**src/design/pdms_pkg.sv**
```systemverilog
package pdms_pkg;

  // Widths fixed by the request and result formats.
  localparam int FREQ_W = 26;
  localparam int HINT_W = 8;
  localparam int SEL_W  = 5;
  // Product of a 26-bit input clock and a multiplier of at most 16.
  localparam int ACC_W  = FREQ_W + 4;
  localparam int CNT_W  = $clog2(FREQ_W);

  // Internal 8 MHz oscillator halved ahead of the PLL.
  localparam logic [FREQ_W-1:0] HALF_INTERNAL_HZ = 26'd4000000;

  localparam logic [FREQ_W-1:0] MAX_SYSCLK_RST = 26'd48000000;
  localparam logic [FREQ_W-1:0] WAIT_THR_RST   = 26'd24000000;

  // Register index, taken from bit 2 of the byte address.
  localparam logic REG_MAX_SYSCLK = 1'b0;
  localparam logic REG_WAIT_THR   = 1'b1;

  // Clock source selector.
  localparam logic SRC_INTERNAL = 1'b0;

  typedef struct packed {
    logic              done;
    logic [FREQ_W-1:0] quot;
  } div_res_t;

  typedef struct packed {
    logic             done;
    logic             hit;
    logic [SEL_W-1:0] mult;
  } mul_res_t;

endpackage

```
**src/design/pdms_div.sv**
```systemverilog
module pdms_div (
  input  logic                          clk,
  input  logic                          rst,
  input  logic                          start,
  input  logic [pdms_pkg::FREQ_W-1:0]   dividend,
  input  logic [pdms_pkg::SEL_W-1:0]    divisor,
  output pdms_pkg::div_res_t            res
);
  import pdms_pkg::*;

  localparam logic [CNT_W-1:0] LAST = CNT_W'(FREQ_W - 1);

  logic              busy;
  logic              done;
  logic [CNT_W-1:0]  cnt;
  logic [SEL_W-1:0]  rem;
  logic [FREQ_W-1:0] quo;
  logic [SEL_W:0]    trial;
  logic              fits;

  // Restoring division, one quotient bit per cycle, MSB first.
  assign trial = {rem, quo[FREQ_W-1]};
  assign fits  = trial >= {1'b0, divisor};

  always_ff @(posedge clk) begin
    if (rst) begin
      busy <= 1'b0;
      done <= 1'b0;
    end else begin
      done <= 1'b0;
      if (start) begin
        busy <= 1'b1;
        cnt  <= '0;
        rem  <= '0;
        quo  <= dividend;
      end else if (busy) begin
        rem <= fits ? SEL_W'(trial - {1'b0, divisor}) : trial[SEL_W-1:0];
        quo <= {quo[FREQ_W-2:0], fits};
        cnt <= cnt + 1'b1;
        if (cnt == LAST) begin
          busy <= 1'b0;
          done <= 1'b1;
        end
      end
    end
  end

  assign res.done = done;
  assign res.quot = quo;

endmodule

```
**src/design/pdms_mul.sv**
```systemverilog
module pdms_mul #(
  parameter int MULT_MAX = 16
) (
  input  logic                          clk,
  input  logic                          rst,
  input  logic                          start,
  input  logic [pdms_pkg::FREQ_W-1:0]   fin,
  input  logic [pdms_pkg::FREQ_W-1:0]   target,
  output pdms_pkg::mul_res_t            res
);
  import pdms_pkg::*;

  localparam logic [SEL_W-1:0] M_LAST = SEL_W'(MULT_MAX);

  logic              busy;
  logic              done;
  logic              hit;
  logic [SEL_W-1:0]  m;
  logic [ACC_W-1:0]  acc;
  logic [FREQ_W-1:0] fin_q;
  logic [ACC_W-1:0]  tgt_ext;

  assign tgt_ext = ACC_W'(target);

  // The product fin*m is built by repeated addition; since it only grows,
  // the walk stops as soon as it passes the target.
  always_ff @(posedge clk) begin
    if (rst) begin
      busy <= 1'b0;
      done <= 1'b0;
      hit  <= 1'b0;
    end else begin
      done <= 1'b0;
      if (start) begin
        busy  <= 1'b1;
        fin_q <= fin;
        acc   <= ACC_W'({fin, 1'b0});
        m     <= SEL_W'(2);
      end else if (busy) begin
        if (acc == tgt_ext) begin
          busy <= 1'b0;
          done <= 1'b1;
          hit  <= 1'b1;
        end else if (m == M_LAST || acc > tgt_ext) begin
          busy <= 1'b0;
          done <= 1'b1;
          hit  <= 1'b0;
        end else begin
          acc <= acc + ACC_W'(fin_q);
          m   <= m + 1'b1;
        end
      end
    end
  end

  assign res.done = done;
  assign res.hit  = hit;
  assign res.mult = m;

endmodule

```
**src/design/pll_divider_multiplier_search.sv**
```systemverilog
// Channel   Direction  Handshake                  Payload
// s_*       in         s_tvalid / s_tready        s_tdata: hse_hz, target_hz, div_hint
//                                                 s_tuser: func
// m_*       out        m_tvalid / m_tready        m_tdata: found, prediv, pll_mult, flash_wait
// APB       in         psel, penable, pwrite      paddr, pwdata, prdata, pready
//
// An instant failure goes straight to the output stage, the internal source runs only the
// multiplier walk and a fixed pre-divider runs one bit-serial divide of hse_hz and one walk;
// a full search repeats the divide and the walk for each pre-divider in turn until one hits.
// Reset (rst, synchronous) restores the register defaults and empties the output stage.
// A new request is taken while a result still waits; the search then holds before
// its last step until the waiting result has been taken.
module pll_divider_multiplier_search #(
  parameter int PREDIV_MAX = 16,
  parameter int MULT_MAX   = 16
) (
  input  logic        clk,
  input  logic        rst,
  // APB configuration port
  input  logic        psel,
  input  logic        penable,
  input  logic        pwrite,
  input  logic [2:0]  paddr,
  input  logic [31:0] pwdata,
  output logic [31:0] prdata,
  output logic        pready,
  // Requests
  input  logic        s_tvalid,
  output logic        s_tready,
  input  logic [63:0] s_tdata,  // [25:0] hse_hz, [51:26] target_hz, [59:52] div_hint
  input  logic [0:0]  s_tuser,  // [0] func
  // Results
  output logic        m_tvalid,
  input  logic        m_tready,
  output logic [15:0] m_tdata   // [0] found, [5:1] prediv, [10:6] pll_mult, [11] flash_wait
);
  import pdms_pkg::*;

  localparam logic [SEL_W-1:0]  PRE_LAST = SEL_W'(PREDIV_MAX);
  localparam logic [HINT_W-1:0] HINT_MAX = HINT_W'(PREDIV_MAX);

  typedef enum logic [1:0] {
    S_IDLE,
    S_DIV,
    S_MUL,
    S_FINISH
  } state_t;

  state_t            state;
  logic [FREQ_W-1:0] max_sysclk;
  logic [FREQ_W-1:0] wait_thr;

  // Request fields held for the whole search.
  logic [FREQ_W-1:0] hse;
  logic [FREQ_W-1:0] target;
  logic [SEL_W-1:0]  pre;
  logic              single;
  logic              ok;
  logic [SEL_W-1:0]  mult;
  logic [FREQ_W-1:0] fin;
  logic              div_start;
  logic              mul_start;

  // Output register.
  logic              out_valid;
  logic              out_found;
  logic [SEL_W-1:0]  out_pre;
  logic [SEL_W-1:0]  out_mult;
  logic              out_wait;

  div_res_t          div_res;
  mul_res_t          mul_res;

  logic              s_xfer;
  logic              cfg_wr;
  logic [FREQ_W-1:0] in_hse;
  logic [FREQ_W-1:0] in_target;
  logic [HINT_W-1:0] in_hint;
  logic              in_fail;
  logic              hint_fixed;
  logic              out_free;

  assign in_hse    = s_tdata[25:0];
  assign in_target = s_tdata[51:26];
  assign in_hint   = s_tdata[59:52];

  assign s_tready = (state == S_IDLE);
  assign s_xfer   = s_tvalid && s_tready;
  assign out_free = !out_valid || m_tready;

  // A zero target, a target above the limit, or a missing external clock fails at once.
  assign in_fail = (in_target == '0) || (in_target > max_sysclk) ||
                   ((s_tuser[0] != SRC_INTERNAL) && (in_hse == '0));
  assign hint_fixed = (in_hint >= HINT_W'(1)) && (in_hint <= HINT_MAX);

  // Configuration registers; software must write them only while no request is in flight (not enforced here).
  assign pready = 1'b1;
  assign cfg_wr = psel && penable && pwrite && pready;
  assign prdata = (paddr[2] == REG_WAIT_THR) ? 32'(wait_thr) : 32'(max_sysclk);

  always_ff @(posedge clk) begin
    if (rst) begin
      max_sysclk <= MAX_SYSCLK_RST;
      wait_thr   <= WAIT_THR_RST;
    end else if (cfg_wr) begin
      if (paddr[2] == REG_MAX_SYSCLK) begin
        max_sysclk <= pwdata[FREQ_W-1:0];
      end else begin
        wait_thr <= pwdata[FREQ_W-1:0];
      end
    end
  end

  pdms_div u_div (
    .clk      (clk),
    .rst      (rst),
    .start    (div_start),
    .dividend (hse),
    .divisor  (pre),
    .res      (div_res)
  );

  pdms_mul #(
    .MULT_MAX (MULT_MAX)
  ) u_mul (
    .clk    (clk),
    .rst    (rst),
    .start  (mul_start),
    .fin    (fin),
    .target (target),
    .res    (mul_res)
  );

  // Sequencer. The internal source tries 4 MHz directly with a pre-divider of one.
  // The external source divides hse_hz by the current pre-divider, then walks the
  // multipliers; on a miss the search moves to the next pre-divider unless the
  // hint fixed it.
  always_ff @(posedge clk) begin
    if (rst) begin
      state     <= S_IDLE;
      div_start <= 1'b0;
      mul_start <= 1'b0;
      out_valid <= 1'b0;
    end else begin
      div_start <= 1'b0;
      mul_start <= 1'b0;
      if (out_valid && m_tready) begin
        out_valid <= 1'b0;
      end
      case (state)
        S_IDLE: begin
          if (s_xfer) begin
            hse    <= in_hse;
            target <= in_target;
            ok     <= 1'b0;
            mult   <= '0;
            if (in_fail) begin
              pre   <= '0;
              state <= S_FINISH;
            end else if (s_tuser[0] == SRC_INTERNAL) begin
              pre       <= SEL_W'(1);
              fin       <= HALF_INTERNAL_HZ;
              single    <= 1'b1;
              mul_start <= 1'b1;
              state     <= S_MUL;
            end else begin
              pre       <= hint_fixed ? in_hint[SEL_W-1:0] : SEL_W'(1);
              single    <= hint_fixed;
              div_start <= 1'b1;
              state     <= S_DIV;
            end
          end
        end
        S_DIV: begin
          if (div_res.done) begin
            fin       <= div_res.quot;
            mul_start <= 1'b1;
            state     <= S_MUL;
          end
        end
        S_MUL: begin
          if (mul_res.done) begin
            if (mul_res.hit) begin
              ok    <= 1'b1;
              mult  <= mul_res.mult;
              state <= S_FINISH;
            end else if (single || pre == PRE_LAST) begin
              state <= S_FINISH;
            end else begin
              pre       <= pre + 1'b1;
              div_start <= 1'b1;
              state     <= S_DIV;
            end
          end
        end
        S_FINISH: begin
          if (out_free) begin
            out_valid <= 1'b1;
            out_found <= ok;
            out_pre   <= ok ? pre : '0;
            out_mult  <= ok ? mult : '0;
            out_wait  <= ok && (target > wait_thr);
            state     <= S_IDLE;
          end
        end
        default: begin
          state <= S_IDLE;
        end
      endcase
    end
  end

  assign m_tvalid = out_valid;
  assign m_tdata  = {4'b0, out_wait, out_mult, out_pre, out_found};

`ifndef SYNTHESIS
  // A found result always carries a usable pre-divider and multiplier.
  a_found_fields: assert property (@(posedge clk) disable iff (rst)
    (m_tvalid && m_tdata[0]) |-> (m_tdata[5:1] != 5'd0 && m_tdata[10:6] >= 5'd2))
    else $error("found result with an invalid pre-divider or multiplier");

  // A failed result reports nothing else.
  a_fail_zero: assert property (@(posedge clk) disable iff (rst)
    (m_tvalid && !m_tdata[0]) |-> (m_tdata[11:1] == 11'd0))
    else $error("failed result carries nonzero fields");

  // The divider only finishes while the sequencer waits for it.
  a_div_owner: assert property (@(posedge clk) disable iff (rst)
    div_res.done |-> (state == S_DIV))
    else $error("divider finished outside the divide step");

  // The multiplier walk only finishes while the sequencer waits for it.
  a_mul_owner: assert property (@(posedge clk) disable iff (rst)
    mul_res.done |-> (state == S_MUL))
    else $error("multiplier walk finished outside the multiply step");
`endif

endmodule

```
**config.mk**
```make
export PLATFORM = sky130hd
export DESIGN_NAME = pll_divider_multiplier_search
export DESIGN_NICKNAME = d
export VERILOG_FILES = /design/src/design/pdms_pkg.sv /design/src/design/pdms_div.sv /design/src/design/pdms_mul.sv /design/src/design/pll_divider_multiplier_search.sv
export SDC_FILE = /design/constraint.sdc
export NUM_CORES = 1
export LEC_CHECK = 0
export BUFFER_PORTS_ARGS = -buffer_cell sky130_fd_sc_hd__buf_2
export CAP_MARGIN = 20
export CELL_PAD_IN_SITES_DETAIL_PLACEMENT = 0
export CELL_PAD_IN_SITES_GLOBAL_PLACEMENT = 2
export CORE_AREA = 2 2 184 186
export DETAILED_ROUTE_END_ITERATION = 8
export DIE_AREA = 0 0 186 188
export PLACE_DENSITY_LB_ADDON = 0.1
export SYNTH_ARGS = -nofsm -noshare
export SYNTH_HDL_FRONTEND = slang
export SYNTH_SLANG_ARGS = --single-unit
```
**constraint.sdc**
```tcl
create_clock -name clk -period 6.41 [get_ports clk]
set_input_delay 0.641 -clock clk [delete_from_list [all_inputs] [get_ports clk]]
set_output_delay 0.641 -clock clk [all_outputs]
set_load 0.02 [all_outputs]
```
# == Yosys cells after proc, flatten, opt, wreduce, memory -nomap -nowiden ==
# Cells that the tools add are included.
# word_totals
reg_bits,261
latch_bits,0
mem_bits_rw,0
mem_bits_ro,0
inputBits,107
out_inout_bits,51
elab_cells,170
memories,0
# op_classes
addsub,5
n_mul,0
n_div,0
n_lt_le_gt_ge,6
n_eq_ne,18
shift,0
n_mux,70
n_bitwise,6
reduce_logical,36
# op_table
op,count
26-bit 2-to-1 mux,7
30-bit 2-to-1 mux,3
5-bit 2-to-1 mux,16
26-bit greater-than comparator,2
26-bit zero test,2
26-bit case mux with 2 select lines,1
30-bit by 26-bit adder with 30-bit output,1
30-bit by 26-bit equality test with 1-bit output,1
30-bit by 26-bit greater-than comparator with 1-bit output,1
1-bit 2-to-1 mux,28
27-bit 2-to-1 mux,1
5-bit case mux with 2 select lines,2
2-bit 2-to-1 mux,8
5-bit by 1-bit adder with 5-bit output (second input constant),3
5-bit equality test (second input constant),3
2-bit inequality test (second input constant),7
4-bit AND reduction,3
6-bit AND reduction,2
2-bit nonzero test,5
3-bit AND reduction,3
8-bit by 1-bit greater-or-equal comparator with 1-bit output (second input constant),1
8-bit by 5-bit <= comparator with 1-bit output (second input constant),1
2-bit by 1-bit inequality test with 1-bit output (second input constant),4
2-bit case mux with 4 select lines,1
other kinds (13),35

# == Depth between registers and ports, before layout ==
# logic_depth
word_depth,7
ltp_mapped,11
ltp_nobuf,11

# == Hierarchy ==
# A second synthesis with hierarchy kept.
# unflattened
hier_cells,1311
area_unflattened_um2,13839.5
# by_module_without_submodules
module,instances,cells_per_inst,area_per_inst_um2,seq_area_each_um2
pll_divider_multiplier_search,1,711,7447.1,4204.0
pdms_mul,1,466,4540.6,1891.8
pdms_div,1,134,1851.8,1121.1

# == Worst setup path before layout ==
# OpenSTA, ideal clock, no wires.
# synth_path
path_kind,flip-flop to flip-flop
startpoint,reg u_mul.acc[3]
endpoint,"reg u_mul.acc[0], enable pin"
setup_time_ns,0.440
arrival_time_ns,3.511
required_ns,5.970
slack_ns,2.459
path_stages_with_launch,10
path_buffers,0
period_less_slack_ns,3.951
path_cell_list,edfxtp_1 ha_1 a21o_1 a21oi_1 o21ai_0 and3_1 o21ai_0 a21oi_1 or3_1 o22ai_1
# synth_between
elab_chain_len,4
word_cells_on_any_way,6
classes_between,order compare (1); eq/ne (3); reduce/logical (2)
# synth_rtl
item,line,text
start: declaration,pdms_mul.sv:19,logic [ACC_W-1:0] acc;
start signal: assignment,pdms_mul.sv:37,"acc <= ACC_W'({fin, 1'b0});"
start signal: assignment,pdms_mul.sv:49,acc <= acc + ACC_W'(fin_q);
30-bit by 26-bit greater-than comparator with 1-bit output,pdms_mul.sv:44,end else if (m == M_LAST || acc > tgt_ext) begin
1-bit logical OR,pdms_mul.sv:44,
2-bit inequality test (no line),--,
4-bit AND reduction (no line) (*),--,
# Every way passes the cells marked *; elsewhere a longest branch is shown, timed or not.
# A chain may end at the register's enable or synchronous reset.

# == Worst setup path in the final report ==
# layout_path
startpoint,reg max_sysclk[21]
endpoint,"reg fin[12], enable pin"
# layout_between
elab_chain_len,5
# layout_rtl
item,line,text
start: declaration,pll_divider_multiplier_search.sv:50,logic [FREQ_W-1:0] max_sysclk;
start signal: assignment,pll_divider_multiplier_search.sv:107,max_sysclk <= pwdata[FREQ_W-1:0];
26-bit greater-than comparator,pll_divider_multiplier_search.sv:92,assign in_fail = (in_target == '0) || (in_target > max_sysclk) ||
1-bit logical OR (2 in series),pll_divider_multiplier_search.sv:92,
2-bit inequality test (no line),--,
6-bit AND reduction (no line),--,
end signal: assignment,pll_divider_multiplier_search.sv:176,fin <= div_res.quot;
end: declaration,pll_divider_multiplier_search.sv:60,logic [FREQ_W-1:0] fin;
# No other way between the ends.

==> metrics.txt <==
Leak 0.006194 uW; # resized after CTS 0; CP Class flip-flop to flip-flop; WL per Instance 18.18 um; Syn. warnings 0; Hold Fails Final Rpt 0; Main synth FF type edfxtp_1; RSZ-0062 raised after global routing no; PortBufs 134; CTS HTree Levels 1; clk buf depth 3; Worst-Margin Slew 967.7 ps; die height 188 um; Placeable Area 33,110 um^2; Worst-path clk slew 60 ps; P&R area growth vs syn 15.38%; grt total ovfl 0; Starting Density 41.22%; I/O Pins 158; ys async rst share 0%; synthesized instance count 1,278; Required @ worst endpoint 6710 ps; Post-synth EDFFs 199; Initial DRC Count 448; clk sink count 261; first-pass GRT wire length 53.25 mm; hold buffers post-CTS 0; Seq cells post-synth 261; hold path depth 1; Routed Antenna Nets 0; Final WS setup 3276 ps; Sum Neg Setup Slack 0 ps; FP Rows 67; GRT Total Usage 19.65%; Peak VDD IR 216.9 uV; detailed-router iteration count before antenna repair 5; Seq/Total Area, Yosys 52.87%; Worst Skew 18.88 ps; placed insts 1,823; Yosys cell types 72; Period minus WS final 3134 ps; crit path max fanout 22; Setup Buffers After CTS 0; flop2flop setup slack 3280 ps; top cells by count, synth 199 x edfxtp_1, 172 x nand2_1, 115 x ha_1, 107 x inv_1, 86 x a21oi_1; DRC 0; WHS Endpoint hse[2]$_DFFE_PP_; max cap viols 0; post-DR vias/cell 5.117; Via Count 9,605; gpl congestion 0.8000; Die Area 34,970 um^2; hold_sp s_tdata[2]; clk root buf clkbuf_16; pin count of the biggest net entering global routing 61; share of cells above drive strength 1 17.07%; Diodes inserted 0; Power Density 252.4 nW/um^2; fmax 319.1 MHz; final WL 34.13 mm; Max-slew headroom 35.33%; Place WS 2455 ps; Net count, final 1,632; top cell type by total area after synthesis edfxtp_1; run status completed; initial antenna violation count 0; final worst-path cycle share 48.89%; vias in the first global route 9,617; Clk Latency, worst-skew pair 550 ps; TritonCTS clock tree built; CP endpoint kind flip-flop; FILL cells 3,112; Arrival @ worst endpoint 3430 ps; FF-to-FF path depth 9; top-area cell type share of the netlist area 43.78%; non-filler cells, final 1,877; syn_area_per_cell 10.68 um^2; width of the die 186 um; Num CTS Buffers 29; Max Slew Vio Count 0; hold crit path type input pin to flip-flop; hold_ws 280.2 ps; final setup violating endpoints 0; Mapped Area 13,650 um^2; most numerous cell in the Yosys netlist edfxtp_1; RR Endpoint fin[12]$_SDFFCE_PN0P_; element type at the critical path start flip-flop; top cells by area, synth edfxtp_1 44%, ha_1 11%, dfxtp_1 9.1%, nand2_1 4.7%, a21oi_1 3.2%; HPWL after DPL 25.29 mm; RR Startpoint max_sysclk[21]$_SDFFE_PP0P_
-- worst max-delay path, stage by stage, from the launching register on --
cell and delay, ps:
dfxtp_1 330, inv_1 70, ha_1 310, nand4_1 150, nor4_1 510, a211oi_1 160, a21oi_1 580, nor3_1 200
a32o_1 350, buf_8 210
-- per-stage QoR --
step	util [%]	area, um^2	total power, uW
3_5_place_dp	44.51	14740	2312
3_3_place_gp	44.51	14740	2307
2_1_floorplan	-	13680	2180
6_report	47.56	15750	3976
4_1_cts	47.49	15720	4033
5_1_grt	47.56	15750	4146
-- layer usage --
layer | track usage, % | wire length (um) | vias to the layer above
met5 | 0 | 0 | -
met3 | 2.738 | 1338 | 42
met1 | 27.49 | 16100 | 4538
met2 | 32.24 | 16030 | 193
li1 | - | - | 4832
met4 | 4.603 | 662 | 0
-- state kept, by name (all words and copies together), names as in the netlist, 26 cells and up --
register     flops
max_sysclk      26
target          26
u_mul.acc       30
u_mul.fin_q     26
u_div.quo       26
wait_thr        26
fin             26
hse             26
-- worst max path at each step --
stage | from | to | slack, ps | depth (start not counted)
final | max_sysclk[21]$_SDFFE_PP0P_ | fin[12]$_SDFFCE_PN0P_ | 3280 | 9
after global routing | max_sysclk[21]$_SDFFE_PP0P_ | fin[12]$_SDFFCE_PN0P_ | 3020 | 9
after CTS | max_sysclk[21]$_SDFFE_PP0P_ | fin[12]$_SDFFCE_PN0P_ | 2860 | 7
after global placement | s_tdata[47] | fin[18]$_SDFFCE_PN1P_ | 2460 | 7
after detailed placement | s_tdata[49] | fin[18]$_SDFFCE_PN1P_ | 2460 | 7
after floorplan | u_mul.acc[3]$_DFFE_PP_ | u_mul.acc[0]$_SDFFCE_PP0P_ | 2460 | 9
-- logic make-up (layout without fill, tap and decap cells) --
kind of cell	Yosys count	count (layout)	share of synthesized area, %
AOI/OAI and AO/OA	273	273	12.41
xor gates and xnor gates	32	32	2.053
adders and majority gates	117	117	10.83
buffers and inverters	164	306	5.032
DFF	261	261	52.87
muxes	31	31	2.539
other	2	11	0.05502
and+or+nand+nor	398	398	14.21
-- cell usage in the layout (no fill, tap or decap), types with 17 or more instances in the layout --
cell / n
a21o_1: 19
o211ai_1: 24
nor4_1: 17
and2_1: 37
dfxtp_1: 61
a21oi_1: 86
buf_2: 134
nand4_1: 18
nor2_1: 49
ha_1: 115
xnor2_1: 20
edfxtp_1: 199
mux2_2: 28
inv_1: 106
nand2_1: 172
o21ai_0: 82
nand2b_1: 17
nand3_1: 17
clkbuf_16: 30
-- power breakdown --
group	internal [uW]	switching, uW	total (uW)
clock	1040	665	1700
sequential	1880	34.4	1920
combinational	135	218	354
total	3060	918	3980
-- layout make-up --
type / instances / area [um^2] / area share [%]
inverters: 109 / 409.1 / 2.598
clock buffers: 40 / 848.3 / 5.386
clock inverters: 12 / 137.6 / 0.8738
well taps: 448 / 560.5 / 3.559
flip-flops and latches: 261 / 7218 / 45.83
multi-input cells: 862 / 5812 / 36.90
repair buffers: 145 / 764.5 / 4.854
Note: power is estimated with default switching activity, not from simulation.
